File: config.mk
export PLATFORM = sky130hd
export DESIGN_NAME = i2c_master_byte_engine
export DESIGN_NICKNAME = d
export VERILOG_FILES = /design/src/design/i2cm_pkg.sv /design/src/design/i2cm_core.sv /design/src/design/i2cm_obuf.sv /design/src/design/i2c_master_byte_engine.sv
export SDC_FILE = /design/constraint.sdc
export NUM_CORES = 1
export LEC_CHECK = 0
export BUFFER_PORTS_ARGS = -buffer_cell sky130_fd_sc_hd__buf_2
export CORE_MARGIN = 8
export CORE_UTILIZATION = 54
export DETAILED_ROUTE_END_ITERATION = 8
export PLACE_DENSITY = 0.86
export SLEW_MARGIN = 20
export SYNTH_ARGS = -nofsm -noshare
export SYNTH_HDL_FRONTEND = slang
export SYNTH_SLANG_ARGS = --single-unit
File: constraint.sdc
create_clock -name clk -period 7.37 [get_ports clk]
set_clock_uncertainty 0.1 [all_clocks]
set_input_delay 0.737 -clock clk [delete_from_list [all_inputs] [get_ports clk]]
set_output_delay 0.737 -clock clk [all_outputs]
set_load 0.05 [all_outputs]
File: src/design/i2cm_pkg.sv
// ----------------------------------------------------------------------------
// i2cm_pkg
// Shared types and constants for the I2C master byte engine.
// ----------------------------------------------------------------------------
package i2cm_pkg;

	localparam int unsigned TICK_W    = 16;
	localparam int unsigned STEP_W    = 2;
	localparam int unsigned BITCNT_W  = 4;
	localparam int unsigned ADDR_W    = 3;
	localparam int unsigned PDATA_W   = 32;

	// command codes on the func field; anything else is no command
	localparam logic [2:0] FUNC_NONE  = 3'd0;
	localparam logic [2:0] FUNC_START = 3'd1;
	localparam logic [2:0] FUNC_STOP  = 3'd2;
	localparam logic [2:0] FUNC_WRITE = 3'd3;
	localparam logic [2:0] FUNC_READ  = 3'd4;

	// register index (word address bit)
	localparam logic REG_PHASE_TICKS = 1'b0;

	localparam logic [TICK_W-1:0]   PHASE_TICKS_RST = 16'd4;
	localparam logic [7:0]          MSB_MASK        = 8'h80;
	localparam logic [BITCNT_W-1:0] ACK_SLOT        = 4'd8;

	typedef struct packed {
		logic [2:0] func;
		logic [7:0] tx_byte;
		logic       send_ack;
		logic       sda_in;
	} cmd_t;

	typedef struct packed {
		logic       scl_level;
		logic       sda_pull_low;
		logic       busy_res;
		logic       done_res;
		logic [7:0] rx_data;
		logic       ack_seen;
		logic       rejected;
	} res_t;

endpackage

File: src/design/i2cm_core.sv
// ----------------------------------------------------------------------------
// i2cm_core
// Bus sequencer state and one-tick next-state logic.
// ----------------------------------------------------------------------------
module i2cm_core (
	input  logic                  clk,
	input  logic                  arst_n,
	input  logic [15:0]           phase_ticks,
	input  logic                  step_en,
	input  i2cm_pkg::cmd_t        item,
	output i2cm_pkg::res_t        res
);
	import i2cm_pkg::*;

	typedef enum logic [4:0] {
		OP_IDLE  = 5'b00001,
		OP_START = 5'b00010,
		OP_STOP  = 5'b00100,
		OP_WRITE = 5'b01000,
		OP_READ  = 5'b10000
	} op_t;

	typedef struct packed {
		logic scl;
		logic sda;
	} lines_t;

	op_t                 op_q;
	logic [STEP_W-1:0]   step_q;
	logic [BITCNT_W-1:0] bit_q;
	logic [TICK_W-1:0]   tick_q;
	logic [7:0]          shift_q;
	logic                ackc_q;
	lines_t              lines_q;
	logic [7:0]          rx_hold_q;
	logic                ack_hold_q;

	op_t                 op_n;
	logic [STEP_W-1:0]   step_n;
	logic [BITCNT_W-1:0] bit_n;
	logic [TICK_W-1:0]   tick_n;
	logic [7:0]          shift_n;
	logic                ackc_n;
	lines_t              lines_n;
	logic [7:0]          rx_hold_n;
	logic                ack_hold_n;
	logic                done;
	logic                rej;
	logic                is_cmd;
	logic [TICK_W-1:0]   limit;

	// line levels of a freshly entered phase
	function automatic lines_t enter_lines(op_t op, logic [STEP_W-1:0] step,
			logic [BITCNT_W-1:0] bitc, logic [7:0] shift, logic ackc, lines_t cur);
		lines_t l;
		l = cur;
		case (op)
			OP_START: begin
				case (step)
					2'd0:    l.sda = 1'b0;
					2'd1:    l.scl = 1'b1;
					2'd2:    l.sda = 1'b1;
					default: l.scl = 1'b0;
				endcase
			end
			OP_STOP: begin
				case (step)
					2'd0: begin
						l.scl = 1'b0;
						l.sda = 1'b1;
					end
					2'd1:    l.scl = 1'b1;
					default: l.sda = 1'b0;
				endcase
			end
			OP_WRITE, OP_READ: begin
				if (step == 2'd0) begin
					l.scl = 1'b0;
					if (bitc >= ACK_SLOT)
						l.sda = (op == OP_READ) ? ackc : 1'b0;
					else if (op == OP_WRITE)
						l.sda = ((shift & MSB_MASK) != 8'd0) ? 1'b0 : 1'b1;
					else
						l.sda = 1'b0;
				end else begin
					l.scl = 1'b1;
				end
			end
			default: ;
		endcase
		return l;
	endfunction

	always_comb begin
		op_n       = op_q;
		step_n     = step_q;
		bit_n      = bit_q;
		tick_n     = tick_q;
		shift_n    = shift_q;
		ackc_n     = ackc_q;
		lines_n    = lines_q;
		rx_hold_n  = rx_hold_q;
		ack_hold_n = ack_hold_q;
		done       = 1'b0;
		rej        = 1'b0;
		is_cmd     = (item.func == FUNC_START) || (item.func == FUNC_STOP) ||
		             (item.func == FUNC_WRITE) || (item.func == FUNC_READ);
		limit      = (phase_ticks == 16'd0) ? 16'd1 : phase_ticks;

		if (op_q != OP_IDLE) begin
			rej = is_cmd;
			if (tick_q >= limit) begin
				if (op_q == OP_START || op_q == OP_STOP) begin
					if (step_q >= ((op_q == OP_START) ? 2'd3 : 2'd2)) begin
						done = 1'b1;
					end else begin
						step_n  = step_q + 2'd1;
						lines_n = enter_lines(op_q, step_n, bit_q, shift_q, ackc_q, lines_q);
						tick_n  = 16'd1;
					end
				end else if (step_q == 2'd0) begin
					step_n  = 2'd1;
					lines_n = enter_lines(op_q, step_n, bit_q, shift_q, ackc_q, lines_q);
					tick_n  = 16'd1;
				end else if (bit_q >= ACK_SLOT) begin
					if (op_q == OP_WRITE) ack_hold_n = item.sda_in;
					else                  rx_hold_n  = shift_q;
					lines_n.scl = 1'b0;
					done        = 1'b1;
				end else begin
					shift_n = (op_q == OP_WRITE) ? {shift_q[6:0], 1'b0}
					                             : {shift_q[6:0], item.sda_in};
					bit_n   = bit_q + 4'd1;
					step_n  = 2'd0;
					lines_n = enter_lines(op_q, step_n, bit_n, shift_n, ackc_q, lines_q);
					tick_n  = 16'd1;
				end
				if (done) begin
					op_n   = OP_IDLE;
					step_n = 2'd0;
					bit_n  = 4'd0;
					tick_n = 16'd0;
				end
			end else begin
				tick_n = tick_q + 16'd1;
			end
		end else if (is_cmd) begin
			case (item.func)
				FUNC_START: op_n = OP_START;
				FUNC_STOP:  op_n = OP_STOP;
				FUNC_WRITE: op_n = OP_WRITE;
				default:    op_n = OP_READ;
			endcase
			step_n  = 2'd0;
			bit_n   = 4'd0;
			shift_n = (item.func == FUNC_WRITE) ? item.tx_byte : 8'd0;
			ackc_n  = item.send_ack;
			lines_n = enter_lines(op_n, step_n, bit_n, shift_n, ackc_n, lines_q);
			tick_n  = 16'd1;
		end

		res.scl_level    = lines_n.scl;
		res.sda_pull_low = lines_n.sda;
		res.busy_res     = (op_n != OP_IDLE);
		res.done_res     = done;
		res.rx_data      = rx_hold_n;
		res.ack_seen     = ack_hold_n;
		res.rejected     = rej;
	end

	always_ff @(posedge clk or negedge arst_n) begin
		if (!arst_n) begin
			op_q       <= OP_IDLE;
			step_q     <= '0;
			bit_q      <= '0;
			tick_q     <= '0;
			shift_q    <= '0;
			ackc_q     <= 1'b0;
			lines_q    <= '{scl: 1'b1, sda: 1'b0};
			rx_hold_q  <= '0;
			ack_hold_q <= 1'b1;
		end else if (step_en) begin
			op_q       <= op_n;
			step_q     <= step_n;
			bit_q      <= bit_n;
			tick_q     <= tick_n;
			shift_q    <= shift_n;
			ackc_q     <= ackc_n;
			lines_q    <= lines_n;
			rx_hold_q  <= rx_hold_n;
			ack_hold_q <= ack_hold_n;
		end
	end

endmodule

File: src/design/i2cm_obuf.sv
// ----------------------------------------------------------------------------
// i2cm_obuf
// Two-entry result buffer: output register plus skid entry.
// ----------------------------------------------------------------------------
module i2cm_obuf (
	input  logic            clk,
	input  logic            arst_n,
	input  logic            push,
	input  i2cm_pkg::res_t  din,
	output logic            full,
	output logic            res_valid,
	input  logic            res_ready,
	output i2cm_pkg::res_t  res
);
	import i2cm_pkg::*;

	res_t       head_q;
	res_t       tail_q;
	logic [1:0] count_q;
	logic       pop;

	assign res_valid = (count_q != 2'd0);
	assign full      = (count_q == 2'd2);
	assign res       = head_q;
	assign pop       = res_valid && res_ready;

	always_ff @(posedge clk or negedge arst_n) begin
		if (!arst_n) begin
			count_q <= 2'd0;
		end else begin
			case ({push, pop})
				2'b10:   count_q <= count_q + 2'd1;
				2'b01:   count_q <= count_q - 2'd1;
				default: count_q <= count_q;
			endcase
		end
	end

	always_ff @(posedge clk) begin
		case ({push, pop})
			2'b10: begin
				if (count_q == 2'd0) head_q <= din;
				else                 tail_q <= din;
			end
			2'b01: begin
				head_q <= tail_q;
			end
			2'b11: begin
				if (count_q == 2'd2) begin
					head_q <= tail_q;
					tail_q <= din;
				end else begin
					head_q <= din;
				end
			end
			default: ;
		endcase
	end

endmodule

File: src/design/i2c_master_byte_engine.sv
// ----------------------------------------------------------------------------
// i2c_master_byte_engine
// I2C bus master: one command beat per tick in, one result beat per tick out.
// ----------------------------------------------------------------------------
// A command beat is registered in s1; its result beat is then registered in the result buffer.
// Throughput: one beat per cycle while the result buffer has room; the sequencer updates once per beat.
// A two-entry result buffer lets the input side keep going while a result waits.
// Reset (arst_n low, async): bus idle, SCL released, SDA released, phase_ticks 4,
// rx_data 0, ack_seen 1, no beats pending.
module i2c_master_byte_engine (
	input  logic                            clk,
	input  logic                            arst_n,
	// command channel
	input  logic                            cmd_valid,
	output logic                            cmd_ready,
	input  i2cm_pkg::cmd_t                  cmd,
	// result channel
	output logic                            res_valid,
	input  logic                            res_ready,
	output i2cm_pkg::res_t                  res,
	// APB-style register port
	input  logic                            psel,
	input  logic                            penable,
	input  logic                            pwrite,
	input  logic [i2cm_pkg::ADDR_W-1:0]     paddr,
	input  logic [i2cm_pkg::PDATA_W-1:0]    pwdata,
	output logic [i2cm_pkg::PDATA_W-1:0]    prdata,
	output logic                            pready
);
	import i2cm_pkg::*;

	logic [TICK_W-1:0] phase_ticks_q;
	logic              reg_wr;

	cmd_t              cmd_s1;
	logic              valid_s1;
	logic              adv;
	logic              buf_full;
	res_t              step_res;

	// ---------------- register port ----------------
	// single register at word 0; other words read as zero and ignore writes
	assign pready = 1'b1;
	assign reg_wr = psel && penable && pwrite && pready &&
	                (paddr[ADDR_W-1] == REG_PHASE_TICKS);

	always_ff @(posedge clk or negedge arst_n) begin
		if (!arst_n) begin
			phase_ticks_q <= PHASE_TICKS_RST;
		end else if (reg_wr) begin
			phase_ticks_q <= pwdata[TICK_W-1:0];
		end
	end

	always_comb begin
		prdata = '0;
		if (paddr[ADDR_W-1] == REG_PHASE_TICKS)
			prdata = {{(PDATA_W-TICK_W){1'b0}}, phase_ticks_q};
	end

	// ---------------- input stage ----------------
	// the s1 beat advances into the sequencer whenever the result buffer has room;
	// cmd_ready never looks at res_ready, so both sides are cut by registers
	assign adv       = valid_s1 && !buf_full;
	assign cmd_ready = !valid_s1 || adv;

	always_ff @(posedge clk or negedge arst_n) begin
		if (!arst_n) begin
			valid_s1 <= 1'b0;
		end else if (cmd_ready) begin
			valid_s1 <= cmd_valid;
		end
	end

	always_ff @(posedge clk) begin
		if (cmd_valid && cmd_ready)
			cmd_s1 <= cmd;
	end

	// ---------------- sequencer ----------------
	// start/stop/byte sequencing; state steps once per advanced beat
	i2cm_core u_core (
		.clk         (clk),
		.arst_n      (arst_n),
		.phase_ticks (phase_ticks_q),
		.step_en     (adv),
		.item        (cmd_s1),
		.res         (step_res)
	);

	// ---------------- result buffer ----------------
	i2cm_obuf u_obuf (
		.clk       (clk),
		.arst_n    (arst_n),
		.push      (adv),
		.din       (step_res),
		.full      (buf_full),
		.res_valid (res_valid),
		.res_ready (res_ready),
		.res       (res)
	);

	// ---------------- checks ----------------
	// a finishing tick always leaves the bus idle
	a_done_idle: assert property (@(posedge clk) disable iff (!arst_n)
		(res_valid && res.done_res) |-> !res.busy_res)
		else $error("done beat reports busy");

	// a stalled input stage only happens with a beat held in s1
	a_stall_held: assert property (@(posedge clk) disable iff (!arst_n)
		!cmd_ready |-> (valid_s1 && buf_full))
		else $error("input stalled without a held beat");

	// no beat reaches the sequencer while the result buffer is full
	a_no_overflow: assert property (@(posedge clk) disable iff (!arst_n)
		buf_full |=> (res_valid && (buf_full || !$past(adv) || $past(res_ready))))
		else $error("result buffer overflow");

	// a register write lands in phase_ticks
	a_reg_write: assert property (@(posedge clk) disable iff (!arst_n)
		reg_wr |=> (phase_ticks_q == $past(pwdata[TICK_W-1:0])))
		else $error("phase_ticks write lost");

endmodule

==> results by stage <==
Status:
- The run finished with clean final reports.

Logic synthesis:
- The post-synthesis instance area is 5930 µm².
- The netlist uses approximately 70 different library cells.
- The number of synthesized register bits is ~110.
- Of the synthesized area, sequential elements account for 0.487.
- The Yosys step of the flow raised 0 warnings.
- Of the total synthesized cell area, the portion taken by XOR and XNOR cells is 0.0308.
- The basic-gate share of the synthesized area counting and, or, nand and nor cells is 0.139.
- The count of mapped cells out of synthesis is 545.
- The number of synthesized flops with an enable pin is 41.
- Of the total synthesized cell area, the portion taken by full adders, half adders and majority gates is 0.0548.
- Measured against the total synthesized area, the mux share comes to 0.0960.
- The commonest register cell after synthesis is dfrtp_1.
- Of all flip-flops after synthesis, the portion carrying an async set or reset was 0.617.
- Dividing the synthesized area by the synthesized cell count gives 10.9 µm².
- The area fraction in compound gates after synthesis came to 0.131.
- By area, the combinational part of the netlist is dominated by simple AND/OR/NAND/NOR gates.

Finish:
- The area added between synthesis and finish is 9.70%.
- The cell area after layout is 6510 µm².
- Leaving out fill and tap cells, the most frequent cells in the layout are 68 x buf_2, 62 x dfrtp_1, 53 x nor2_1.
- In the final layout, the share of cells above drive strength 1 is 0.254.
- In the final design database the tool counted roughly 700 nets.
- The commonest non-fill, non-tap cell in the layout is buf_2.
- The fill cell total of the finished layout is 868.
- The number of antenna diodes in the final layout is 0.

STA:
- Timing would allow up to ~280 MHz.
- The worst-case hold slack is 0.402 ns.
- The summed negative setup slack over all endpoints is 0 ns.
- The transition time at the pin with the least slew margin is 1.04 ns.
- In this run the tightest slew margin relative to its limit is 0.302.
- The hold violation total from the final report is 0.
- The final period utilization is 0.490.
- The final max-slew violation count is 0.
- Setup violations remaining at the end of the flow were counted as 0.
- The worst path in the final design needs a cycle of 3.61 ns, including I/O delays and setup.
- Setup repair after global routing left no endpoint under its margin.

Clock tree:
- CTS saw 107 sinks.
- In this run, CTS created clock tree buffers numbering 9.
- The count of instances resized after the clock tree is built is 0.
- The root buffer cell is clkbuf_8.
- The number of buffers inserted by post-CTS setup repair is 0.
- The maximum buffer depth of the clock tree is 2.
- The H-tree generated during clock tree synthesis spans 3 levels.
- The clock-pin transition on the worst setup and hold timing paths is around 0.12 ns.
- TritonCTS built the clock tree.
- The count of hold buffers inserted by post-cts repair is 0.
- Clock latency on the worst-skew pair, taken at its later pin, is 0.39 ns.

Route:
- The detail route stage leaves a number of antenna-violating nets equal to 0.
- The aggregate routed wire length is 12600 µm.
- For this run, design rule violations remaining after detail routing come to 0.
- The average vias per placed instance is ~5.9.
- The detailed-route wire length per cell is 16.9 µm.
- The via count is 4370.
- The detailed router finished its first iteration with between 300 and 400 violations.
- The first-pass iteration count of the detailed router is 5.

GRT:
- The total routing resource utilization after global routing is 0.178.
- The first global-routing pass estimated approximately 21000 µm of wire.
- The via count of the first global-routing pass is 4452.
- The global-route congestion overflow total is 0.
- Entering global routing, the biggest net connects 67 pins.
- The number of antenna violations at the first check in global routing is 0.

Placement:
- Detailed placement ended at an HPWL of 9290 µm.
- The port buffer count is 68.
- Summing all placed instances gives a cell area of 6280 µm².
- The congestion estimate from routability-driven global placement came to roughly 0.89.

Pwr:
- In this run the power density over the cells is 294 nW/µm².
- In this run the static leakage power is between 0.002 and 0.003 µW.
- IR analysis of the VDD net gives a maximum drop of 0.000175 V.
- Summing internal, switching and leakage power gives 1910 µW.

Floorplan:
- ~100 I/O pins were placed.
- The floorplan step defined a core boundary enclosing between 10000 and 15000 µm².
- The die is roughly 120 µm wide.
- From bottom edge to top edge, the die measures ~120 µm.
- The initial utilization of the core area, before any placement, comes to 0.550.
- The standard-cell row count is 38.
- The floorplan step defined a die boundary enclosing 14600 µm².

Critical path:
- The launch instance of the worst register-to-register path is phase_ticks_q[8].
- STA classifies the critical path startpoint as a flip-flop.
- The worst endpoint required time is approximately 7.4 ns.
- The largest individual stage delay along the critical path comes from the cell nor3_2.
- For the worst setup path, the data arrival time is 3.67 ns.
- STA classifies the critical path endpoint as a flip-flop.
- The maximum cell stage delay along the critical path is 0.91 ns.
- The kind of critical path is reg2reg.
- The start point of the critical path is phase_ticks_q[8].
- The largest driver fanout on the critical path is 16.
- The critical path goes through nor4_1 > a41o_1 > ha_1 > nor2_1 > a21oi_1 > a2111oi_2 > o211a_1 > nor3_2 > mux2_2.

Worst hold path:
- The worst hold path belongs to the class reg2reg.
- The start point of the worst min-delay path is cmd_s1[1].

Job:
- The total of max-cap violations is 0.
-- routing by layer --
metal  share of wire  up-vias  GRT usage
met3           0.086       17     0.0508
met2            0.48      192      0.281
li1                -     2051          -
met5               0        -          0
met1            0.42     2110      0.226
met4           0.016        0     0.0664
-- metrics by stage --
| stage | instances | util | setup slack (ns) |
|---|---|---|---|
| global route | 746 | 0.603 | 3.57 |
| global placement | 730 | 0.582 | 3.94 |
| detailed placement | 730 | 0.582 | 3.78 |
| CTS | 746 | 0.602 | 3.79 |
| finish | 746 | 0.603 | 3.76 |
| floorplan | 560 | - | 4.46 |
-- path summary, 6_finish.rpt --
path | cells past startpoint | slack [ns] | end
worst max-delay path | 9 | 3.76 | u_obuf.tail_q[4]
worst min-delay path | 1 | 0.40 | u_core.ackc_q
worst max register to register | 9 | 3.76 | u_obuf.tail_q[4]
worst min register to register | 1 | 0.40 | u_core.ackc_q
max in group asynchronous | 2 | 6.18 | phase_ticks_q[4]
min in group asynchronous | 2 | 0.42 | phase_ticks_q[10]
-- power by group --
part / switching (µW) / internal, µW
clock network: 225 / 156
registers: 87.9 / 774
logic: 477 / 193
total: 790 / 1120
-- synth_stat cells (4+ instances only) --
| master | count | area (µm²) |
|---|---|---|
| dfrtp_1 | 62 | 1550 |
| nor2_1 | 53 | 199 |
| nand2_1 | 49 | 184 |
| mux2_2 | 47 | 529 |
| edfxtp_1 | 41 | 1230 |
| inv_1 | 31 | 116 |
| ha_1 | 26 | 325 |
| buf_4 | 17 | 128 |
| nand4_1 | 17 | 106 |
| o211ai_1 | 13 | 97.6 |
| a22o_1 | 12 | 105 |
| a21oi_1 | 11 | 55.1 |
| nand3_1 | 11 | 55.1 |
| nor3_1 | 11 | 55.1 |
| clkbuf_1 | 10 | 37.5 |
| xnor2_1 | 10 | 87.6 |
| o21ai_0 | 9 | 45.0 |
| xor2_1 | 9 | 78.8 |
| buf_2 | 8 | 40.0 |
| and3_1 | 6 | 37.5 |
| nand2b_1 | 5 | 31.3 |
| a32o_1 | 4 | 40.0 |
| dfstp_2 | 4 | 105 |
| mux2i_1 | 4 | 40.0 |
| nor4_1 | 4 | 25.0 |
-- final cells by class --
type / instances / area, µm² / area share
inverter: 32 / 120 / 0.0185
clock buffer: 10 / 149 / 0.0229
multi-input combinational: 381 / 2750 / 0.422
sequential: 107 / 2890 / 0.444
timing repair buffer: 70 / 355 / 0.0546
clock inverter: 6 / 72.6 / 0.0111
tap: 140 / 175 / 0.0269
-- worst max-delay path: cells and delay by family (launching register included) --
kind	cells	cell delay (ns)
mux	1	0.43
simple gates	3	1.40
compound gates	4	0.93
flops	1	0.40
fa+ha+maj	1	0.13
-- state kept, by name, indices dropped and copies added, names as in the netlist, 5 cells and up --
| name | cells |
|---|---|
| cmd_s1 | 13 |
| phase_ticks_q | 16 |
| u_core.op_q | 5 |
| u_core.rx_hold_q | 8 |
| u_core.shift_q | 8 |
| u_core.tick_q | 16 |
| u_obuf.res | 14 |
| u_obuf.tail_q | 14 |
-- logic make-up (layout without fill, tap and decap cells) --
group / after synthesis / count (layout)
other: 2 / 17
multiplexers: 51 / 51
AO/OA/AOI/OAI: 93 / 93
buffers and inverters: 72 / 118
flip-flops: 107 / 107
adder cells (fa/ha/maj): 26 / 26
AND/OR/NAND/NOR: 174 / 174
XOR/XNOR: 20 / 20
Note: power is estimated with default switching activity, not from simulation.
